--- src/hw/rtl/sppi_pkg.sv ---
// Shared types, constants and tables for the segment path pose integrator.
// Used by the controller, datapath, register block and top level.
`timescale 1ns / 1ps

package sppi_pkg;

  localparam int unsigned CORDIC_ITERATIONS = 16;
  localparam int unsigned ITER_W = $clog2(CORDIC_ITERATIONS);
  localparam int unsigned ATAN_COUNT = 24;
  localparam int unsigned ATAN_IDX_W = 5;
  localparam int unsigned ATAN_W = 22;

  localparam int unsigned MS_W = 16;
  localparam int unsigned SPEED_W = 16;
  localparam int unsigned TURN_W = 17;
  localparam int unsigned PROD_W = 32;
  localparam int unsigned LEN_W = 24;
  localparam int unsigned POS_W = 32;
  localparam int unsigned HEAD_W = 19;
  localparam int unsigned VEC_W = 34;
  localparam int unsigned ANG_W = 25;
  localparam int unsigned LENK_W = 24;
  localparam int unsigned GAIN_W = 30;

  localparam logic [LENK_W-1:0] LEN_K = 24'd9624813;
  localparam logic [GAIN_W-1:0] CORDIC_GAIN = 30'd652032874;
  localparam logic signed [HEAD_W-1:0] HEAD_START = 19'sd16384;
  localparam logic signed [HEAD_W-1:0] FULL_TURN = 19'sd65536;
  localparam logic signed [TURN_W-1:0] TURN_RESET = -17'sd26214;

  localparam int unsigned OUT_TDATA_W = 88;
  localparam int unsigned PADDR_W = 3;

  typedef enum logic [0:0] {
    REG_SPEED = 1'b0,
    REG_TURN  = 1'b1
  } reg_idx_e;

  typedef enum logic [2:0] {
    ST_IDLE,
    ST_LEN,
    ST_GAIN,
    ST_ROT,
    ST_DONE
  } state_e;

  typedef struct packed {
    logic load;
    logic len;
    logic gain;
    logic rot;
    logic done;
  } cmd_t;

  typedef struct packed {
    logic last_iter;
    logic out_busy;
  } status_t;

  function automatic logic [ATAN_W-1:0] atan_lookup(input logic [ATAN_IDX_W-1:0] idx);
    logic [ATAN_W-1:0] val;
    case (idx)
      5'd0:    val = 22'd2097152;
      5'd1:    val = 22'd1238021;
      5'd2:    val = 22'd654136;
      5'd3:    val = 22'd332050;
      5'd4:    val = 22'd166669;
      5'd5:    val = 22'd83416;
      5'd6:    val = 22'd41718;
      5'd7:    val = 22'd20860;
      5'd8:    val = 22'd10430;
      5'd9:    val = 22'd5215;
      5'd10:   val = 22'd2608;
      5'd11:   val = 22'd1304;
      5'd12:   val = 22'd652;
      5'd13:   val = 22'd326;
      5'd14:   val = 22'd163;
      5'd15:   val = 22'd81;
      5'd16:   val = 22'd41;
      5'd17:   val = 22'd20;
      5'd18:   val = 22'd10;
      5'd19:   val = 22'd5;
      5'd20:   val = 22'd3;
      5'd21:   val = 22'd1;
      5'd22:   val = 22'd1;
      default: val = 22'd0;
    endcase
    return val;
  endfunction

endpackage

--- src/hw/rtl/segment_path_pose_integrator.sv ---
// Top level of the segment path pose integrator: register block, sequencer
// and datapath. Depends on sppi_pkg, sppi_cfg, sppi_ctrl, sppi_datapath.
`timescale 1ns / 1ps

// Each accepted segment steps through length, gain, CORDIC_ITERATIONS
// micro-rotations of the shared iterative CORDIC rotator and the pose update,
// one step a cycle while the pose update does not wait. Its result is then
// held in the output register. A new segment is taken in the cycle after the
// pose update, while the previous result may still wait in the output
// register; the pose update waits only while that register is full and not
// taken. Configure speed and turn angle only while no segment is in work.

module segment_path_pose_integrator
  import sppi_pkg::*;
(
  input  logic                   clk_i,
  input  logic                   rst_ni,
  input  logic                   psel,
  input  logic                   penable,
  input  logic                   pwrite,
  input  logic [PADDR_W-1:0]     paddr,
  input  logic [31:0]            pwdata,
  output logic [31:0]            prdata,
  output logic                   pready,
  input  logic                   s_axis_tvalid,
  output logic                   s_axis_tready,
  input  logic [MS_W-1:0]        s_axis_tdata,  // [15:0] duration_ms
  input  logic                   s_axis_tuser,  // [0] start_path
  output logic                   m_axis_tvalid,
  input  logic                   m_axis_tready,
  // [31:0] x_pos, [63:32] y_pos, [82:64] heading, [87:83] zero
  output logic [OUT_TDATA_W-1:0] m_axis_tdata,
  output logic                   m_axis_tuser   // [0] saturated
);

  logic [SPEED_W-1:0]       speed;
  logic signed [TURN_W-1:0] turn;
  cmd_t                     cmd;
  status_t                  status;
  logic signed [POS_W-1:0]  x_pos, y_pos;
  logic signed [HEAD_W-1:0] heading;

  sppi_cfg u_cfg (
    .clk_i   (clk_i),
    .rst_ni  (rst_ni),
    .psel    (psel),
    .penable (penable),
    .pwrite  (pwrite),
    .paddr   (paddr),
    .pwdata  (pwdata),
    .prdata  (prdata),
    .pready  (pready),
    .speed_o (speed),
    .turn_o  (turn)
  );

  sppi_ctrl u_ctrl (
    .clk_i      (clk_i),
    .rst_ni     (rst_ni),
    .in_valid_i (s_axis_tvalid),
    .in_ready_o (s_axis_tready),
    .status_i   (status),
    .cmd_o      (cmd)
  );

  sppi_datapath u_dp (
    .clk_i       (clk_i),
    .rst_ni      (rst_ni),
    .cmd_i       (cmd),
    .status_o    (status),
    .speed_i     (speed),
    .turn_i      (turn),
    .ms_i        (s_axis_tdata),
    .start_i     (s_axis_tuser),
    .out_valid_o (m_axis_tvalid),
    .out_ready_i (m_axis_tready),
    .x_o         (x_pos),
    .y_o         (y_pos),
    .head_o      (heading),
    .sat_o       (m_axis_tuser)
  );

  assign m_axis_tdata = {{(OUT_TDATA_W-2*POS_W-HEAD_W){1'b0}}, heading, y_pos, x_pos};

endmodule

--- src/hw/rtl/sppi_cfg.sv ---
// APB register block: motor speed and turn angle.
// Depends on sppi_pkg.
`timescale 1ns / 1ps

module sppi_cfg
  import sppi_pkg::*;
(
  input  logic                     clk_i,
  input  logic                     rst_ni,
  input  logic                     psel,
  input  logic                     penable,
  input  logic                     pwrite,
  input  logic [PADDR_W-1:0]       paddr,
  input  logic [31:0]              pwdata,
  output logic [31:0]              prdata,
  output logic                     pready,
  output logic [SPEED_W-1:0]       speed_o,
  output logic signed [TURN_W-1:0] turn_o
);

  logic [SPEED_W-1:0]       speed_q;
  logic signed [TURN_W-1:0] turn_q;
  reg_idx_e                 idx;
  logic                     wr_en;

  assign pready = 1'b1;
  assign idx    = reg_idx_e'(paddr[2]);
  assign wr_en  = psel & penable & pwrite & pready;

  always_ff @(posedge clk_i or negedge rst_ni) begin
    if (!rst_ni) begin
      speed_q <= '0;
      turn_q  <= TURN_RESET;
    end else if (wr_en) begin
      case (idx)
        REG_SPEED: speed_q <= pwdata[SPEED_W-1:0];
        REG_TURN:  turn_q  <= pwdata[TURN_W-1:0];
        default:   speed_q <= speed_q;
      endcase
    end
  end

  always_comb begin
    case (idx)
      REG_SPEED: prdata = {{(32-SPEED_W){1'b0}}, speed_q};
      REG_TURN:  prdata = {{(32-TURN_W){turn_q[TURN_W-1]}}, turn_q};
      default:   prdata = '0;
    endcase
  end

  assign speed_o = speed_q;
  assign turn_o  = turn_q;

endmodule

--- src/hw/rtl/sppi_ctrl.sv ---
// Sequencer: steps one segment through length, gain, CORDIC and pose update.
// Depends on sppi_pkg.
`timescale 1ns / 1ps

module sppi_ctrl
  import sppi_pkg::*;
(
  input  logic    clk_i,
  input  logic    rst_ni,
  input  logic    in_valid_i,
  output logic    in_ready_o,
  input  status_t status_i,
  output cmd_t    cmd_o
);

  state_e state_q, state_d;

  always_ff @(posedge clk_i or negedge rst_ni) begin
    if (!rst_ni) begin
      state_q <= ST_IDLE;
    end else begin
      state_q <= state_d;
    end
  end

  always_comb begin
    state_d = state_q;
    case (state_q)
      ST_IDLE: if (in_valid_i) state_d = ST_LEN;
      ST_LEN:  state_d = ST_GAIN;
      ST_GAIN: state_d = ST_ROT;
      ST_ROT:  if (status_i.last_iter) state_d = ST_DONE;
      ST_DONE: if (!status_i.out_busy) state_d = ST_IDLE;
      default: state_d = ST_IDLE;
    endcase
  end

  always_comb begin
    cmd_o      = '0;
    in_ready_o = 1'b0;
    case (state_q)
      ST_IDLE: begin
        in_ready_o = 1'b1;
        cmd_o.load = in_valid_i;
      end
      ST_LEN:  cmd_o.len  = 1'b1;
      ST_GAIN: cmd_o.gain = 1'b1;
      ST_ROT:  cmd_o.rot  = 1'b1;
      ST_DONE: cmd_o.done = !status_i.out_busy;
      default: cmd_o = '0;
    endcase
  end

endmodule

--- src/hw/rtl/sppi_datapath.sv ---
// Datapath: heading update, segment length, gain, iterative CORDIC, pose
// accumulate with saturation, and the result register. Depends on sppi_pkg.
`timescale 1ns / 1ps

module sppi_datapath
  import sppi_pkg::*;
(
  input  logic                            clk_i,
  input  logic                            rst_ni,
  input  cmd_t                            cmd_i,
  output status_t                         status_o,
  input  logic [SPEED_W-1:0]              speed_i,
  input  logic signed [TURN_W-1:0]        turn_i,
  input  logic [MS_W-1:0]                 ms_i,
  input  logic                            start_i,
  output logic                            out_valid_o,
  input  logic                            out_ready_i,
  output logic signed [POS_W-1:0]         x_o,
  output logic signed [POS_W-1:0]         y_o,
  output logic signed [HEAD_W-1:0]        head_o,
  output logic                            sat_o
);

  logic signed [POS_W-1:0]  pose_x_q, pose_y_q;
  logic signed [HEAD_W-1:0] head_q;
  logic [PROD_W-1:0]        prod_q;
  logic [LEN_W-1:0]         len_q;
  logic signed [VEC_W-1:0]  x_q, y_q;
  logic signed [ANG_W-1:0]  z_q;
  logic [ITER_W-1:0]        iter_q;

  logic                     out_valid_q;
  logic signed [POS_W-1:0]  out_x_q, out_y_q;
  logic signed [HEAD_W-1:0] out_head_q;
  logic                     out_sat_q;

  logic signed [HEAD_W-1:0] head_sum, head_wrap;
  logic [PROD_W+LENK_W:0]   len_full;
  logic [LEN_W+GAIN_W:0]    gain_full;
  logic signed [VEC_W-1:0]  xs, ys;
  logic signed [ANG_W-1:0]  atan_v;
  logic signed [VEC_W-1:0]  c_v, s_v, dx, dy;
  logic signed [VEC_W-1:0]  sum_x, sum_y;
  logic                     clip_x, clip_y;
  logic signed [POS_W-1:0]  new_x, new_y;

  localparam logic signed [VEC_W-1:0] POS_MAX = VEC_W'(2147483647);
  localparam logic signed [VEC_W-1:0] POS_MIN =
    {{(VEC_W-POS_W+1){1'b1}}, {(POS_W-1){1'b0}}};

  assign head_sum = head_q + {{(HEAD_W-TURN_W){turn_i[TURN_W-1]}}, turn_i};

  always_comb begin
    head_wrap = head_sum;
    if (head_sum > FULL_TURN) begin
      head_wrap = head_sum - FULL_TURN;
    end else if (head_sum < -FULL_TURN) begin
      head_wrap = head_sum + FULL_TURN;
    end
  end

  assign len_full  = prod_q * LEN_K + (PROD_W+LENK_W+1)'(64'h8000_0000);
  assign gain_full = len_q * CORDIC_GAIN + (LEN_W+GAIN_W+1)'(64'h2000_0000);

  assign xs     = x_q >>> iter_q;
  assign ys     = y_q >>> iter_q;
  assign atan_v = ANG_W'(atan_lookup(ATAN_IDX_W'(iter_q)));

  always_comb begin
    case (head_q[15:14])
      2'd0:    begin c_v = x_q;  s_v = y_q;  end
      2'd1:    begin c_v = -y_q; s_v = x_q;  end
      2'd2:    begin c_v = -x_q; s_v = -y_q; end
      default: begin c_v = y_q;  s_v = -x_q; end
    endcase
  end

  assign dx    = (c_v + VEC_W'(128)) >>> 8;
  assign dy    = (s_v + VEC_W'(128)) >>> 8;
  assign sum_x = {{(VEC_W-POS_W){pose_x_q[POS_W-1]}}, pose_x_q} + dx;
  assign sum_y = {{(VEC_W-POS_W){pose_y_q[POS_W-1]}}, pose_y_q} + dy;

  always_comb begin
    clip_x = 1'b1;
    clip_y = 1'b1;
    if (sum_x > POS_MAX) begin
      new_x = POS_MAX[POS_W-1:0];
    end else if (sum_x < POS_MIN) begin
      new_x = POS_MIN[POS_W-1:0];
    end else begin
      new_x  = sum_x[POS_W-1:0];
      clip_x = 1'b0;
    end
    if (sum_y > POS_MAX) begin
      new_y = POS_MAX[POS_W-1:0];
    end else if (sum_y < POS_MIN) begin
      new_y = POS_MIN[POS_W-1:0];
    end else begin
      new_y  = sum_y[POS_W-1:0];
      clip_y = 1'b0;
    end
  end

  always_ff @(posedge clk_i or negedge rst_ni) begin
    if (!rst_ni) begin
      pose_x_q    <= '0;
      pose_y_q    <= '0;
      head_q      <= '0;
      iter_q      <= '0;
      out_valid_q <= 1'b0;
    end else begin
      if (cmd_i.load) begin
        if (start_i) begin
          pose_x_q <= '0;
          pose_y_q <= '0;
          head_q   <= HEAD_START;
        end else begin
          head_q <= head_wrap;
        end
      end
      if (cmd_i.gain) begin
        iter_q <= '0;
      end else if (cmd_i.rot) begin
        iter_q <= iter_q + ITER_W'(1);
      end
      if (cmd_i.done) begin
        pose_x_q    <= new_x;
        pose_y_q    <= new_y;
        out_valid_q <= 1'b1;
      end else if (out_ready_i) begin
        out_valid_q <= 1'b0;
      end
    end
  end

  always_ff @(posedge clk_i) begin
    if (cmd_i.load) begin
      prod_q <= speed_i * ms_i;
    end
    if (cmd_i.len) begin
      len_q <= len_full[PROD_W+LENK_W-1:32];
    end
    if (cmd_i.gain) begin
      x_q <= {{(VEC_W-LEN_W-8){1'b0}}, gain_full[LEN_W+GAIN_W-1:GAIN_W], 8'd0};
      y_q <= '0;
      z_q <= {{(ANG_W-22){1'b0}}, head_q[13:0], 8'd0};
    end
    if (cmd_i.rot) begin
      if (!z_q[ANG_W-1]) begin
        x_q <= x_q - ys;
        y_q <= y_q + xs;
        z_q <= z_q - atan_v;
      end else begin
        x_q <= x_q + ys;
        y_q <= y_q - xs;
        z_q <= z_q + atan_v;
      end
    end
    if (cmd_i.done) begin
      out_x_q    <= new_x;
      out_y_q    <= new_y;
      out_head_q <= head_q;
      out_sat_q  <= clip_x | clip_y;
    end
  end

  assign status_o.last_iter = (iter_q == ITER_W'(CORDIC_ITERATIONS - 1));
  assign status_o.out_busy  = out_valid_q & ~out_ready_i;

  assign out_valid_o = out_valid_q;
  assign x_o         = out_x_q;
  assign y_o         = out_y_q;
  assign head_o      = out_head_q;
  assign sat_o       = out_sat_q;

endmodule

--- config.mk ---
export PLATFORM = sky130hd
export DESIGN_NAME = segment_path_pose_integrator
export DESIGN_NICKNAME = d
export VERILOG_FILES = /design/src/hw/rtl/sppi_pkg.sv /design/src/hw/rtl/segment_path_pose_integrator.sv /design/src/hw/rtl/sppi_cfg.sv /design/src/hw/rtl/sppi_ctrl.sv /design/src/hw/rtl/sppi_datapath.sv
export SDC_FILE = /design/constraint.sdc
export NUM_CORES = 2
export LEC_CHECK = 0
export BUFFER_PORTS_ARGS = -buffer_cell sky130_fd_sc_hd__buf_2
export CAP_MARGIN = 40
export CORE_MARGIN = 2
export CORE_UTILIZATION = 60
export CTS_BUF_LIST = sky130_fd_sc_hd__clkbuf_4
export CTS_CLUSTER_DIAMETER = 40
export DETAILED_ROUTE_END_ITERATION = 6
export PLACE_DENSITY = 0.87
export SYNTH_ARGS = -nofsm -noshare
export SYNTH_HDL_FRONTEND = slang
export SYNTH_HIERARCHICAL = 1
export SYNTH_SLANG_ARGS = --single-unit
--- constraint.sdc ---
create_clock -name clk_i -period 22 [get_ports clk_i]
set_input_delay 2.2 -clock clk_i [delete_from_list [all_inputs] [get_ports clk_i]]
set_output_delay 2.2 -clock clk_i [all_outputs]
set_load 0.005 [all_outputs]
==> metrics.md <==
| Metric | Value |
|---|---|
| Die area | `112000 µm²` |
| GPL Wtd Cong | `0.986` |
| Die X | `335 µm` |
| GRT Overall Usage | `30.7%` |
| Layout cell share with drive strength beyond 1 | `8.37%` |
| Most common cell after layout, fill and taps aside | `inv_1` |
| Post-synth top flop | `edfxtp_1` |
| Min-Delay Path Class | `flop to flop` |
| CTS Hold Buffers Added | `0` |
| Hold Crit Depth | `0` |
| R2R setup slack | `12.33 ns` |
| Final wirelength | `169 mm` |
| Async S/R FF share, synth | `34.7%` |
| Synth Warn # | `6` |
| Nets | `8796` |
| Drt drc | `0` |
| Dpl hpwl | `138 mm` |
| CTS Sinks | `357` |
| Skew final | `0.0763 ns` |
| RSZ-0062 raised after global routing | `false` |
| Final min period | `9.67 ns` |
| H-tree Lvls | `3` |
| Post-Syn Area | `65800 µm²` |
| Commonest cells after routing, fill and taps aside | `inv_1, fa_1, ha_1, nand2_1, a21oi_1` |
| DR vias/cell | `5.96` |
| Hold Path Origin | `u_dp/head_q[16]` |
| Crit share post-route | `43.9%` |
| Hold Crit Endpoint | `u_dp/head_o[16]` |
| Initial antenna violation count | `1` |
| Yosys reg bits | `357` |
| Placeable core area | `109000 µm²` |
| Overflow after GRT | `0` |
| First-pass GRT wire length | `277 mm` |
| Worst-Skew Late Latency | `0.90 ns` |
| Max Clk Rate | `103 MHz` |
| Clock Path Buffers | `3` |
| Vias in the first global route | `52300` |
| CTS tree | `built` |
| Initial DRC Count | `5134` |
| Crit end category | `flop` |
| Post-synthesis cell count | `7030` |
| Reg-to-reg critical path endpoint | `u_dp/x_q[31]` |
| Max Cap Viol | `0` |
| EDFF count, synth | `233` |
| Crit Path Category | `flop to flop` |
| Routed Antenna Nets | `0` |
| Synth Area per Inst | `9.37 µm²` |
| Worst r2r src | `u_dp/len_q[4]` |
| Worst EP arrival | `10.41 ns` |
| Largest net degree at the start of global routing | `81` |
| Final-report hold violation count | `0` |
| Post-CTS Setup Bufs | `0` |
| Setup tns final | `0 ns` |
| Worst EP required | `22.74 ns` |
| Yosys cell types | `109` |
| Crit path max fanout | `8` |
| Run status | `finished, final reports clean` |
| Worst-margin pin slew | `0.927 ns` |
| Relative slew slack | `37.3%` |
| # resized after CTS | `0` |
| Initial core utilization | `60.5%` |
| Clock-pin slew on the worst setup and hold paths | `0.08 ns` |
| Via count | `51100` |
| FF-to-FF path depth | `25` |
| Drt first pass iters | `7` |
| Std-Cell Rows | `121` |
| # setup viols final | `0` |
| Layout overhead on the synthesized area | `4.83%` |
| Die H | `335 µm` |
| CP startpoint kind | `flop` |
| Routed WL per cell | `19.8 µm` |
| Slew Limit Fails | `0` |
| Total CTS buffers | `97` |
| IO Port Bufs | `159` |
| CTS root buffer | `clkbuf_4` |
| Number of I/O pins | `183` |
| Sequential share of the synthesized area | `15.4%` |
-- synth_stat cells (all sizes together) (13+ instances only) --
master	n	share of area, %
nand3	85	0.66
nor4	16	0.18
xnor2	274	3.6
o31ai	35	0.40
or2	32	0.31
nor3	79	0.61
mux2i	63	0.96
maj3	40	0.61
o21bai	41	0.47
or3	48	0.46
xor2	170	2.3
o21a	31	0.35
buf	79	0.68
nor3b	15	0.18
o22ai	21	0.20
and2	129	1.2
nand4	50	0.50
a31oi	52	0.49
mux2	87	1.5
nand2	526	3.0
a21oi	357	2.7
o41ai	16	0.21
nor2	321	1.8
or4	13	0.15
o211ai	23	0.26
a21o	127	1.4
nor2b	40	0.38
and3	44	0.42
fa	833	25
ha	829	16
nand2b	64	0.61
inv	1352	7.7
clkbuf	179	1.0
edfxtp	233	11
a211oi	40	0.48
dfrtp	115	4.4
mux4	76	2.6
a21boi	16	0.18
o21ai	277	2.1
a41oi	15	0.20
-- layout make-up --
type | instances | area [µm²]
diodes | 2 | 5.00
clock buffers | 139 | 1040
clock inverters | 43 | 275
fillers | 8553 | 39800
inverters | 1352 | 5070
multi-input cells | 5067 | 49600
flip-flops and latches | 357 | 10100
well taps | 1414 | 1770
repair buffers | 200 | 1130
-- registers in the layout, indices dropped and copies added (netlist names) --
| register | flops |
|---|---|
| u_dp/x_q | 34 |
| u_dp/out_valid_o | 1 |
| u_dp/pose_y_q | 32 |
| u_dp/sat_o | 1 |
| u_dp/z_q | 25 |
| u_dp/y_o | 32 |
| u_dp/prod_q | 32 |
| u_dp/pose_x_q | 32 |
| u_dp/iter_q | 4 |
| u_dp/head_o | 19 |
| u_dp/len_q | 24 |
| u_dp/x_o | 32 |
| u_dp/head_q | 19 |
| u_cfg/speed_o | 16 |
| u_cfg/turn_o | 17 |
| u_dp/y_q | 34 |
| u_ctrl/state_q | 3 |
-- stage by stage --
| step | instances | utilization (%) | instance area [µm²] | setup WS [ns] | hold WS (ns) |
|---|---|---|---|---|---|
| 6_report | 8574 | 63.4 | 69000 | 12.33 | 0.473 |
| 5_1_grt | 8573 | 63.4 | 69000 | 11.88 | 0.490 |
| 4_1_cts | 8572 | 63.4 | 69000 | 12.41 | 0.458 |
| 3_5_place_dp | 8390 | 62.2 | 67700 | 12.44 | 0.475 |
| 3_3_place_gp | 8384 | 62.1 | 67600 | 12.60 | 0.469 |
| 2_1_floorplan | 7034 | - | 65900 | 8.30 | 0.445 |
-- layer usage --
metal	GRT usage (%)	vias up	part of all wire, %
met5	0	-	0
met4	8.83	0	2.9
met3	5.20	337	8.4
met2	49.0	2245	46
met1	43.1	25000	43
li1	-	23500	-
-- cells by family after synthesis --
family                   after synthesis  share of synthesized area [%]
AO/OA/AOI/OAI                       1179                           11.4
XOR/XNOR                             444                           5.91
adder cells (fa/ha/maj)             1702                           41.7
buffers and inverters               1610                           9.41
flip-flops                           357                           15.4
multiplexers                         226                           5.10
other                                  2                         0.0114
AND/OR/NAND/NOR                     1510                           11.2
-- how the worst max path moves through the flow --
stage,start,to,slack (ns),cells past startpoint
after floorplan,m_axis_tready,u_dp/pose_x_q[14],8.30,5
after global placement,u_dp/len_q[4],u_dp/x_q[31],12.60,25
after detailed placement,u_dp/len_q[4],u_dp/x_q[31],12.44,25
after CTS,u_dp/len_q[4],u_dp/x_q[31],12.41,25
after global routing,u_dp/len_q[4],u_dp/x_q[31],11.88,25
final,u_dp/len_q[4],u_dp/x_q[31],12.33,25
-- worst max-delay path, stage by stage, from the launching register on --
cell and delay, ns:
edfxtp_1 0.71, inv_1 0.16, ha_1 0.42, inv_1 0.16, fa_1 0.58, inv_1 0.06, fa_1 0.47, inv_1 0.05
fa_1 0.53, fa_1 0.49, fa_1 0.57, inv_1 0.06, fa_1 0.58, inv_1 0.06, ha_1 0.36, a21oi_1 0.16
o21ai_1 0.11, or2_2 0.33, a211oi_1 0.67, nor3_1 0.11, a311o_1 0.46, or4_1 0.58, nor2_1 0.40, nand4_1 0.39
o41ai_1 0.82, a31o_1 0.24
Power is not shown: default switching activity piles up to over one toggle a cycle in this logic, so the estimate is an artifact.
